$ cat src/rtl/oss_pkg.sv
// shared types, constants and bit-search helpers for the ordered set successor block
// used by oss_ctrl, oss_dpath and ordered_set_successor; depends on nothing else
package oss_pkg;

	localparam int VALUE_BITS = 17;
	localparam int WORD_BITS  = 64;
	localparam int BIT_W      = $clog2(WORD_BITS);
	localparam int WORD_W     = VALUE_BITS - BIT_W;
	localparam int SUM_W      = WORD_W - BIT_W;
	localparam int NUM_WORDS  = 1 << WORD_W;
	localparam int NUM_SUM    = 1 << SUM_W;

	typedef enum logic [1:0] {
		OP_MIN_GE = 2'd0,
		OP_MIN_GT = 2'd1,
		OP_INSERT = 2'd2,
		OP_REMOVE = 2'd3
	} op_t;

	typedef struct packed {
		op_t                   op;
		logic [VALUE_BITS-1:0] value;
	} req_t;

	typedef struct packed {
		logic                  found;
		logic [VALUE_BITS-1:0] member;
	} rsp_t;

	typedef enum logic [1:0] {
		ST_IDLE = 2'd0,
		ST_WORD = 2'd1,
		ST_SUM  = 2'd2,
		ST_LAST = 2'd3
	} state_t;

	typedef enum logic [1:0] {
		RD_REQ  = 2'd0,
		RD_NEAR = 2'd1,
		RD_FAR  = 2'd2
	} rd_sel_t;

	typedef enum logic [1:0] {
		RES_NONE = 2'd0,
		RES_WORD = 2'd1,
		RES_LAST = 2'd2
	} res_sel_t;

	typedef struct packed {
		logic     capture;
		logic     update;
		logic     mem_rd;
		rd_sel_t  rd_sel;
		logic     far_take;
		logic     emit;
		res_sel_t res_sel;
	} cmd_t;

	typedef struct packed {
		logic is_update;
		logic over;
		logic word_hit;
		logic near_hit;
		logic far_hit;
	} stat_t;

	// index of the lowest set bit, zero when none
	function automatic logic [BIT_W-1:0] lowest_word(input logic [WORD_BITS-1:0] x);
		logic [BIT_W-1:0] idx;
		idx = '0;
		for (int i = WORD_BITS - 1; i >= 0; i--) begin
			if (x[i]) idx = BIT_W'(i);
		end
		return idx;
	endfunction

	function automatic logic [SUM_W-1:0] lowest_sum(input logic [NUM_SUM-1:0] x);
		logic [SUM_W-1:0] idx;
		idx = '0;
		for (int i = NUM_SUM - 1; i >= 0; i--) begin
			if (x[i]) idx = SUM_W'(i);
		end
		return idx;
	endfunction

endpackage

$ cat src/rtl/oss_ctrl.sv
// sequencing state machine for the ordered set successor block
// depends on oss_pkg; drives oss_dpath through cmd_t and reads stat_t
module oss_ctrl (
	input  logic           clk,
	input  logic           arst_n,
	input  logic           start,
	input  oss_pkg::stat_t stat,
	output logic           busy,
	output oss_pkg::cmd_t  cmd
);
	import oss_pkg::*;

	state_t state_q, state_d;

	always_ff @(posedge clk or negedge arst_n) begin
		if (!arst_n) begin
			state_q <= ST_IDLE;
		end else begin
			state_q <= state_d;
		end
	end

	always_comb begin
		state_d = state_q;
		case (state_q)
			ST_IDLE: begin
				if (start) state_d = ST_WORD;
			end
			ST_WORD: begin
				if (stat.is_update || stat.over || stat.word_hit) begin
					state_d = ST_IDLE;
				end else if (stat.near_hit) begin
					state_d = ST_LAST;
				end else if (stat.far_hit) begin
					state_d = ST_SUM;
				end else begin
					state_d = ST_IDLE;
				end
			end
			ST_SUM:  state_d = ST_LAST;
			ST_LAST: state_d = ST_IDLE;
			default: state_d = ST_IDLE;
		endcase
	end

	always_comb begin
		cmd = '0;
		case (state_q)
			ST_IDLE: begin
				if (start) begin
					cmd.capture = 1'b1;
					cmd.mem_rd  = 1'b1;
					cmd.rd_sel  = RD_REQ;
				end
			end
			ST_WORD: begin
				if (stat.is_update) begin
					cmd.update = 1'b1;
				end else if (stat.over) begin
					cmd.emit    = 1'b1;
					cmd.res_sel = RES_NONE;
				end else if (stat.word_hit) begin
					cmd.emit    = 1'b1;
					cmd.res_sel = RES_WORD;
				end else if (stat.near_hit) begin
					cmd.mem_rd = 1'b1;
					cmd.rd_sel = RD_NEAR;
				end else if (stat.far_hit) begin
					cmd.far_take = 1'b1;
				end else begin
					cmd.emit    = 1'b1;
					cmd.res_sel = RES_NONE;
				end
			end
			ST_SUM: begin
				cmd.mem_rd = 1'b1;
				cmd.rd_sel = RD_FAR;
			end
			ST_LAST: begin
				cmd.emit    = 1'b1;
				cmd.res_sel = RES_LAST;
			end
			default: cmd = '0;
		endcase
	end

	assign busy = (state_q != ST_IDLE);

endmodule

$ cat config.mk
export PLATFORM = sky130hd
export DESIGN_NAME = oss_ctrl
export DESIGN_NICKNAME = d
export VERILOG_FILES = /design/src/rtl/oss_pkg.sv /design/src/rtl/oss_ctrl.sv
export SDC_FILE = /design/constraint.sdc
export NUM_CORES = 1
export LEC_CHECK = 0
export ABC_AREA = 1
export BUFFER_PORTS_ARGS = -buffer_cell sky130_fd_sc_hd__buf_2
export CORE_AREA = 5 5 42 44
export DETAILED_ROUTE_END_ITERATION = 8
export DIE_AREA = 0 0 47 49
export HOLD_SLACK_MARGIN = 0.12
export PLACE_DENSITY = 0.5
export SYNTH_ARGS = -nofsm -noshare
export SYNTH_HDL_FRONTEND = slang
export SYNTH_SLANG_ARGS = --single-unit
$ cat constraint.sdc
create_clock -name clk -period 1 [get_ports clk]
set_clock_uncertainty 0.05 [all_clocks]
set_input_delay 0.05 -clock clk [delete_from_list [all_inputs] [get_ports clk]]
set_output_delay 0.05 -clock clk [all_outputs]
set_load 0.005 [all_outputs]
* Yosys cells after proc, flatten, opt, wreduce, memory -nomap -nowiden
Index checks and enable logic that the tools add are counted.
** Word-level totals
- Register bits :: 2
- Bits of input ports :: 8
- Output and inout bits :: 10
- Word-level logic and storage cells :: 31
** Operators by class
- Equal/unequal tests :: 4
- Multiplexer cells :: 22
- Reductions and logical operators :: 4
** Operators by type and width (count)
- $mux 3 :: 5
- $mux 4 :: 3
- $pmux 3 s3 :: 1
- $mux 2 :: 4
- $pmux 2 s4 :: 1
- $mux 7 :: 1
- $mux 1 :: 6
- $pmux 3 s2 :: 1
- $eq 2x2->1 const B :: 2
- $eq 2x1->1 const B :: 1
- $logic_not 2->1 :: 1
- $logic_or 1x1->1 :: 2
- $ne 2x2->1 const B :: 1
- $reduce_bool 2->1 :: 1

* Longest topological paths before layout
Gate-level depths: netlist of run 1.
- Word-level depth :: 6
- Gate-level depth with buffers :: 5
- Depth with buffers taken out :: 5

* Least setup slack after synthesis of run 1
OpenSTA, ideal clock, no wires.
- Path kind :: reg2out
- Start :: reg with a tool-made name
- End :: out cmd[6] in the netlist's numbering
- Data arrival time :: 735 ps
- Required time :: 900 ps
- Setup slack :: 165 ps
- Stages on the path, launching flop included :: 6
- Buffers on the path :: 0
- Cells stage by stage :: dfrtp_1 inv_2 nand2_2 nor2_2 nand2_2 nand2_1
** RTL lines
- end: declaration :: RTL line oss_ctrl.sv:9 : output oss_pkg::cmd_t cmd

==> results of run 1 <==
critical path, cell delays in order, from the launching register on:
cell     delay [ns]
dfrtp_1        0.39
inv_2          0.08
nand2_2        0.06
nor2_4         0.09
nand2_2        0.07
nand2_1        0.05
buf_2          0.10
area by class of cell:
type,count,area (um^2),share of cell area (%)
Timing Repair Buffer,22,128,32.8
Multi-Input combinational cell,28,128,32.8
Clock buffer,3,22.5,5.79
Inverter,11,41.3,10.6
Tap cell,16,20.0,5.14
Sequential cell,2,50.0,12.9
where the power goes:
| group | total, mW | internal [mW] | leakage (nW) | switching, mW |
|---|---|---|---|---|
| Combinational | 0.160 | 0.0772 | 0.235 | 0.0831 |
| Clock | 0.175 | 0.132 | 0.0138 | 0.0425 |
| Sequential | 0.102 | 0.0917 | 0.0260 | 0.0102 |
| Total | 0.437 | 0.301 | 0.275 | 0.136 |
cell families after synthesis:
kind of cell / share of synthesized area, %
simple gates: 53.9
buf+inv: 19.8
flops: 24.0
compound gates: 2.39
cell usage after synthesis, drive strengths merged:
cell type and count:
nand2 15, o21ai 1, inv 11, nand3 2, dfrtp 2, nor2 9
nor3 1
how the worst max path moves through the flow:
stage | depth (start not counted) | startpoint | endpoint
finish | 6 | flip-flop | cmd[6]
global route | 6 | flip-flop | cmd[6]
CTS | 6 | flip-flop | cmd[6]
detailed placement | 6 | flip-flop | cmd[6]
global placement | 6 | flip-flop | cmd[6]
floorplan | 5 | flip-flop | cmd[6]
metrics by stage:
stage | TNS (ns) | utilization, % | hold WS [ns]
after floorplan | 0 | - | -0.296
after global placement | 0 | 22.4 | -0.212
after detailed placement | 0 | 22.4 | -0.212
after CTS | -1.19 | 26.3 | 0.0837
after global routing | -1.90 | 27.8 | 0.0771
final | -1.05 | 27.8 | 0.0424
layer usage:
metal / GRT usage [%] / part of all wire, % / wire length (um)
met5: 0 / 0 / 0
met4: 5.53 / 0 / 0
met3: 3.69 / 6.2 / 38
met2: 9.05 / 53 / 327
met1: 7.24 / 41 / 250
timing repair:
item                                   CTS  global route
pin swaps                                0             1
buffers inserted                         1             2
setup endpoints to repair                9            11
resized for setup                        1             2
endpoints found under the hold margin    4             2
cloned                                   0             0
==> metrics.md, run 1 <==
| Metric | Value |
|---|---|
| WP data required | 0.90 ns |
| Die height | 49 um |
| Failing checks | setup timing |
| Finish-stage setup viols | 10 |
| CTS H-tree lvls | 1 |
| Largest net degree at the start of global routing | 5 |
| Maximum clock rate | 857 MHz |
| Layout net count | 76 |
| Drc violations | 0 |
| Clk Latency, worst-skew pair | 0.22 ns |
| Layout cells sized above 1 | 42.4% |
| Min-Delay Path Class | input port to flip-flop |
| Clock tree sinks | 2 |
| Mean Syn Cell Area | 5.10 um^2 |
| Area share of the largest cell type after synthesis | 24.0% |
| Status | finished with violations |
| First-pass GRT wire length | 1.09 mm |
| Worst setup margin | -0.167 ns |
| Core Region | 0.00140 mm^2 |
| Most common cell after layout, fill and taps aside | buf_2 |
| Reg clk slew, reported paths | 0.03 ns |
| Hold path depth | 3 |
| Remaining Overflow, GRT | 0 |
| Power density over the cells | 1120 mW/mm^2 |
| Cells after Synth | 41 |
| Antenna violations before repair | 0 |
| CTS Hold Bufs | 2 |
| Distinct cells, synth | 10 |
| Clk buf depth | 2 |
| Internal reg-to-reg setup slack | 0.02 ns |
| Via count | 298 |
| Vias in the first global route | 298 |
| IO Port Bufs | 17 |
| Antenna diodes | 0 |
| Seq/Total Area, Yosys | 24.0% |
| Dpl cell area | 314 um^2 |
| CP Class | flip-flop to output port |
| Final slew viol count | 0 |
| Post-Syn Area | 209 um^2 |
| Final wirelength | 616 um |
| Worst slew margin | 89.0% |
| Total power | 0.437 mW |
| Hpwl dp | 522 um |
| Die Area | 0.00230 mm^2 |
| TritonRoute pass-1 iters | 1 |
| Worst Hold Path EP | state_q[0] |
| Synthesized flop and latch total | 2 |
| Startpoint of the worst hold path | start |
| RR Endpoint | state_q[0] |
| Top-Level Pins | 18 |
| FP Rows | 14 |
| Post-Place Worst Slack | 0.0276 ns |
| Die X | 47 um |
| Total track usage | 6.69% |
| RePlAce Congestion | 0.653 |
| Fin crit share | 117% |
| Syn Nets | 49 |
| Initial Util | 14.9% |
| Critical-path maximum fanout | 3 |
| Type of destination of the critical path | output port |
| FILL cells | 186 |
| RSZ-0062 raised after global routing | true |
| Final Instance Count excl. Fillers | 82 |
| Commonest non-fill, non-tap cells in the layout | buf_2, nand2_1, inv_1 |
| Synth top area cells | dfrtp_1, nand2_1, inv_1, nor2_1, nand2_2 |
| Hold Fails Final Rpt | 0 |
| Max Cap Violations | 0 |
| DR iter-0 viols | 0 |
| CP Launch Type | flip-flop |
| CP Data Arrival Time | 1.07 ns |
| Via-to-Cell Ratio | 3.63 |
| Clock root buffer | clkbuf_4 |
| Placed insts | 74 |
| Area leader, netlist | dfrtp_1 |
| Routed len/inst | 7.51 um |
| Synth Warn # | 0 |
| Antenna viol nets, final | 0 |
| Fin crit period | 1.17 ns |
| Reg2reg path depth | 6 |
| Area grow syn2layout | 86.2% |
| Slew @ Worst Pin | 0.164 ns |
| CTS Buf Count | 3 |
| Leak | 0.275 nW |
| Final design area excluding fillers | 389 um^2 |
| Maximum vdd drop | 0.000459 V |
| CTS tree | yes |
Note: power is estimated with default switching activity, not from simulation.
==> inputs of run 2 (changes only) <==
CELL_PAD_IN_SITES_DETAIL_PLACEMENT = 1   (was not set)
CELL_PAD_IN_SITES_GLOBAL_PLACEMENT = 1   (was not set)
PLACE_DENSITY = 0.7   (was 0.5)
==> run 2 against run 1 <==
The run still ends with setup timing left. Sequential power is essentially flat. Register-to-register slack lost 0.15 ns. Sequential share of layout area is the same. Via count grew 5.7%. First-iteration DRC count grew 1. Count of clock-buffer cells in the layout is the same. Sequential cell count is the same.
==> metrics.md, run 2 (same netlist as run 1, synthesis figures left out) <==
| Metric | Value |
|---|---|
| First-pass GRT wire length | 1.33 mm |
| Crit path largest cell delay | 0.40 ns |
| Critical-path maximum fanout | 4 |
| Min-Delay Path Class | input port to flip-flop |
| Layout net count | 76 |
| Antenna violations before repair | 0 |
| Commonest non-fill, non-tap cells in the layout | buf_2, nand2_1, inv_1 |
| Type of destination of the critical path | output port |
| Failing checks | setup timing |
| Layout cells sized above 1 | 42.4% |
| Startpoint of the worst hold path | stat[4] |
| Hold path depth | 4 |
| WP data required | 0.90 ns |
| Routed len/inst | 9.24 um |
| Maximum vdd drop | 0.000368 V |
| Final wirelength | 758 um |
| Worst slew margin | 81.0% |
| Final Instance Count excl. Fillers | 82 |
| Clk Latency, worst-skew pair | 0.23 ns |
| IO Port Bufs | 17 |
| Final slew viol count | 0 |
| Max Cap Violations | 0 |
| Via-to-Cell Ratio | 3.84 |
| CP Class | flip-flop to output port |
| RePlAce Congestion | 0.640 |
| Fin crit period | 1.22 ns |
| RSZ-0062 raised after global routing | true |
| TritonRoute pass-1 iters | 4 |
| Die X | 47 um |
| Fin crit share | 122% |
| Clock tree sinks | 2 |
| Vias in the first global route | 349 |
| Die height | 49 um |
| Antenna diodes | 0 |
| Leak | 0.274 nW |
| Clk buf depth | 2 |
| Initial Util | 14.9% |
| Die Area | 0.00230 mm^2 |
| Area grow syn2layout | 86.2% |
| Most common cell after layout, fill and taps aside | buf_2 |
| Status | finished with violations |
| Antenna viol nets, final | 0 |
| Power density over the cells | 1130 mW/mm^2 |
| CTS H-tree lvls | 1 |
| Crit-path cells | o21ai_0, nand2_1, buf_2 |
| Drc violations | 0 |
| DR iter-0 viols | 1 |
| Placed insts | 74 |
| CP Launch Type | flip-flop |
| Reg clk slew, reported paths | 0.03 ns |
| Hpwl dp | 649 um |
| RR Endpoint | state_q[0] |
| Remaining Overflow, GRT | 0 |
| Total power | 0.440 mW |
| WP buf/inv | 1 |
| Core Region | 0.00140 mm^2 |
| Clock root buffer | clkbuf_4 |
| Slew @ Worst Pin | 0.281 ns |
| Internal reg-to-reg setup slack | -0.13 ns |
| Via count | 315 |
| FP Rows | 14 |
| CP delay by family, top | flip-flops |
| Maximum clock rate | 820 MHz |
| Largest net degree at the start of global routing | 5 |
| FILL cells | 195 |
| Slowest CP cell | dfrtp_1 |
| Top-Level Pins | 18 |
| Total track usage | 8.30% |
| Reg2reg path depth | 7 |
| CP Data Arrival Time | 1.12 ns |
| Final design utilization | 27.8% |
| CTS Buf Count | 3 |
| Finish-stage setup viols | 10 |
| CTS tree | yes |
| Hold Fails Final Rpt | 0 |
| Worst setup margin | -0.220 ns |
[run 2: cell count changes in the layout (fill, tap and decap cells not counted)]
| cell | change |
|---|---|
| o21ai_0 | +1 |
| o21ai_1 | -1 |
[run 2: worst min-delay path: cells and delay by family]
kind	cells	cell delay, ns
simple gates	3	0.15
buf+inv	1	0.12
[run 2: timing repair]
item	4_1_cts	5_1_grt
endpoints found under the hold margin	4	0
setup buffers	2	1
resized for setup	2	0
hold buffers	2	0
setup endpoints to repair	9	11
gates cloned	0	0
pin swaps	0	1
[run 2: power breakdown]
group / switching (mW) / internal (mW) / total, mW
clock network: 0.0461 / 0.132 / 0.178
logic: 0.0857 / 0.0727 / 0.158
registers: 0.0111 / 0.0917 / 0.103
[run 2: how the worst max path moves through the flow]
stage	startpoint	end	depth (start not counted)
6_report	flip-flop	cmd[6]	3
5_1_grt	flip-flop	cmd[6]	6
4_1_cts	flip-flop	cmd[6]	6
3_5_place_dp	flip-flop	cmd[0]	4
3_3_place_gp	flip-flop	cmd[6]	6
2_1_floorplan	flip-flop	cmd[6]	5
[run 2: routing by layer]
metal | vias up | track usage [%] | share of wire (%)
met2 | 10 | 13.1 | 57
met5 | - | 0 | 0
li1 | 166 | - | -
met1 | 136 | 7.44 | 33
met4 | 0 | 8.29 | 3.3
met3 | 3 | 2.95 | 6.5
[run 2: final cells by class]
class	instances	area, um^2	share of cell area (%)
inverter	11	41.3	10.6
tap	16	20.0	5.14
timing repair buffer	22	128	32.8
clock buffer	3	22.5	5.79
sequential	2	50.0	12.9
multi-input combinational	28	128	32.8
[run 2: metrics by stage]
stage	setup WS (ns)	TNS, ns	cell area (um^2)	hold slack (ns)
after floorplan	0.165	0	209	-0.296
after global placement	0.0154	0	314	-0.214
after detailed placement	-0.0222	-0.0267	314	-0.208
after CTS	-0.220	-1.33	382	0.0913
after global routing	-0.282	-2.16	389	0.120
final	-0.220	-1.30	389	0.0924
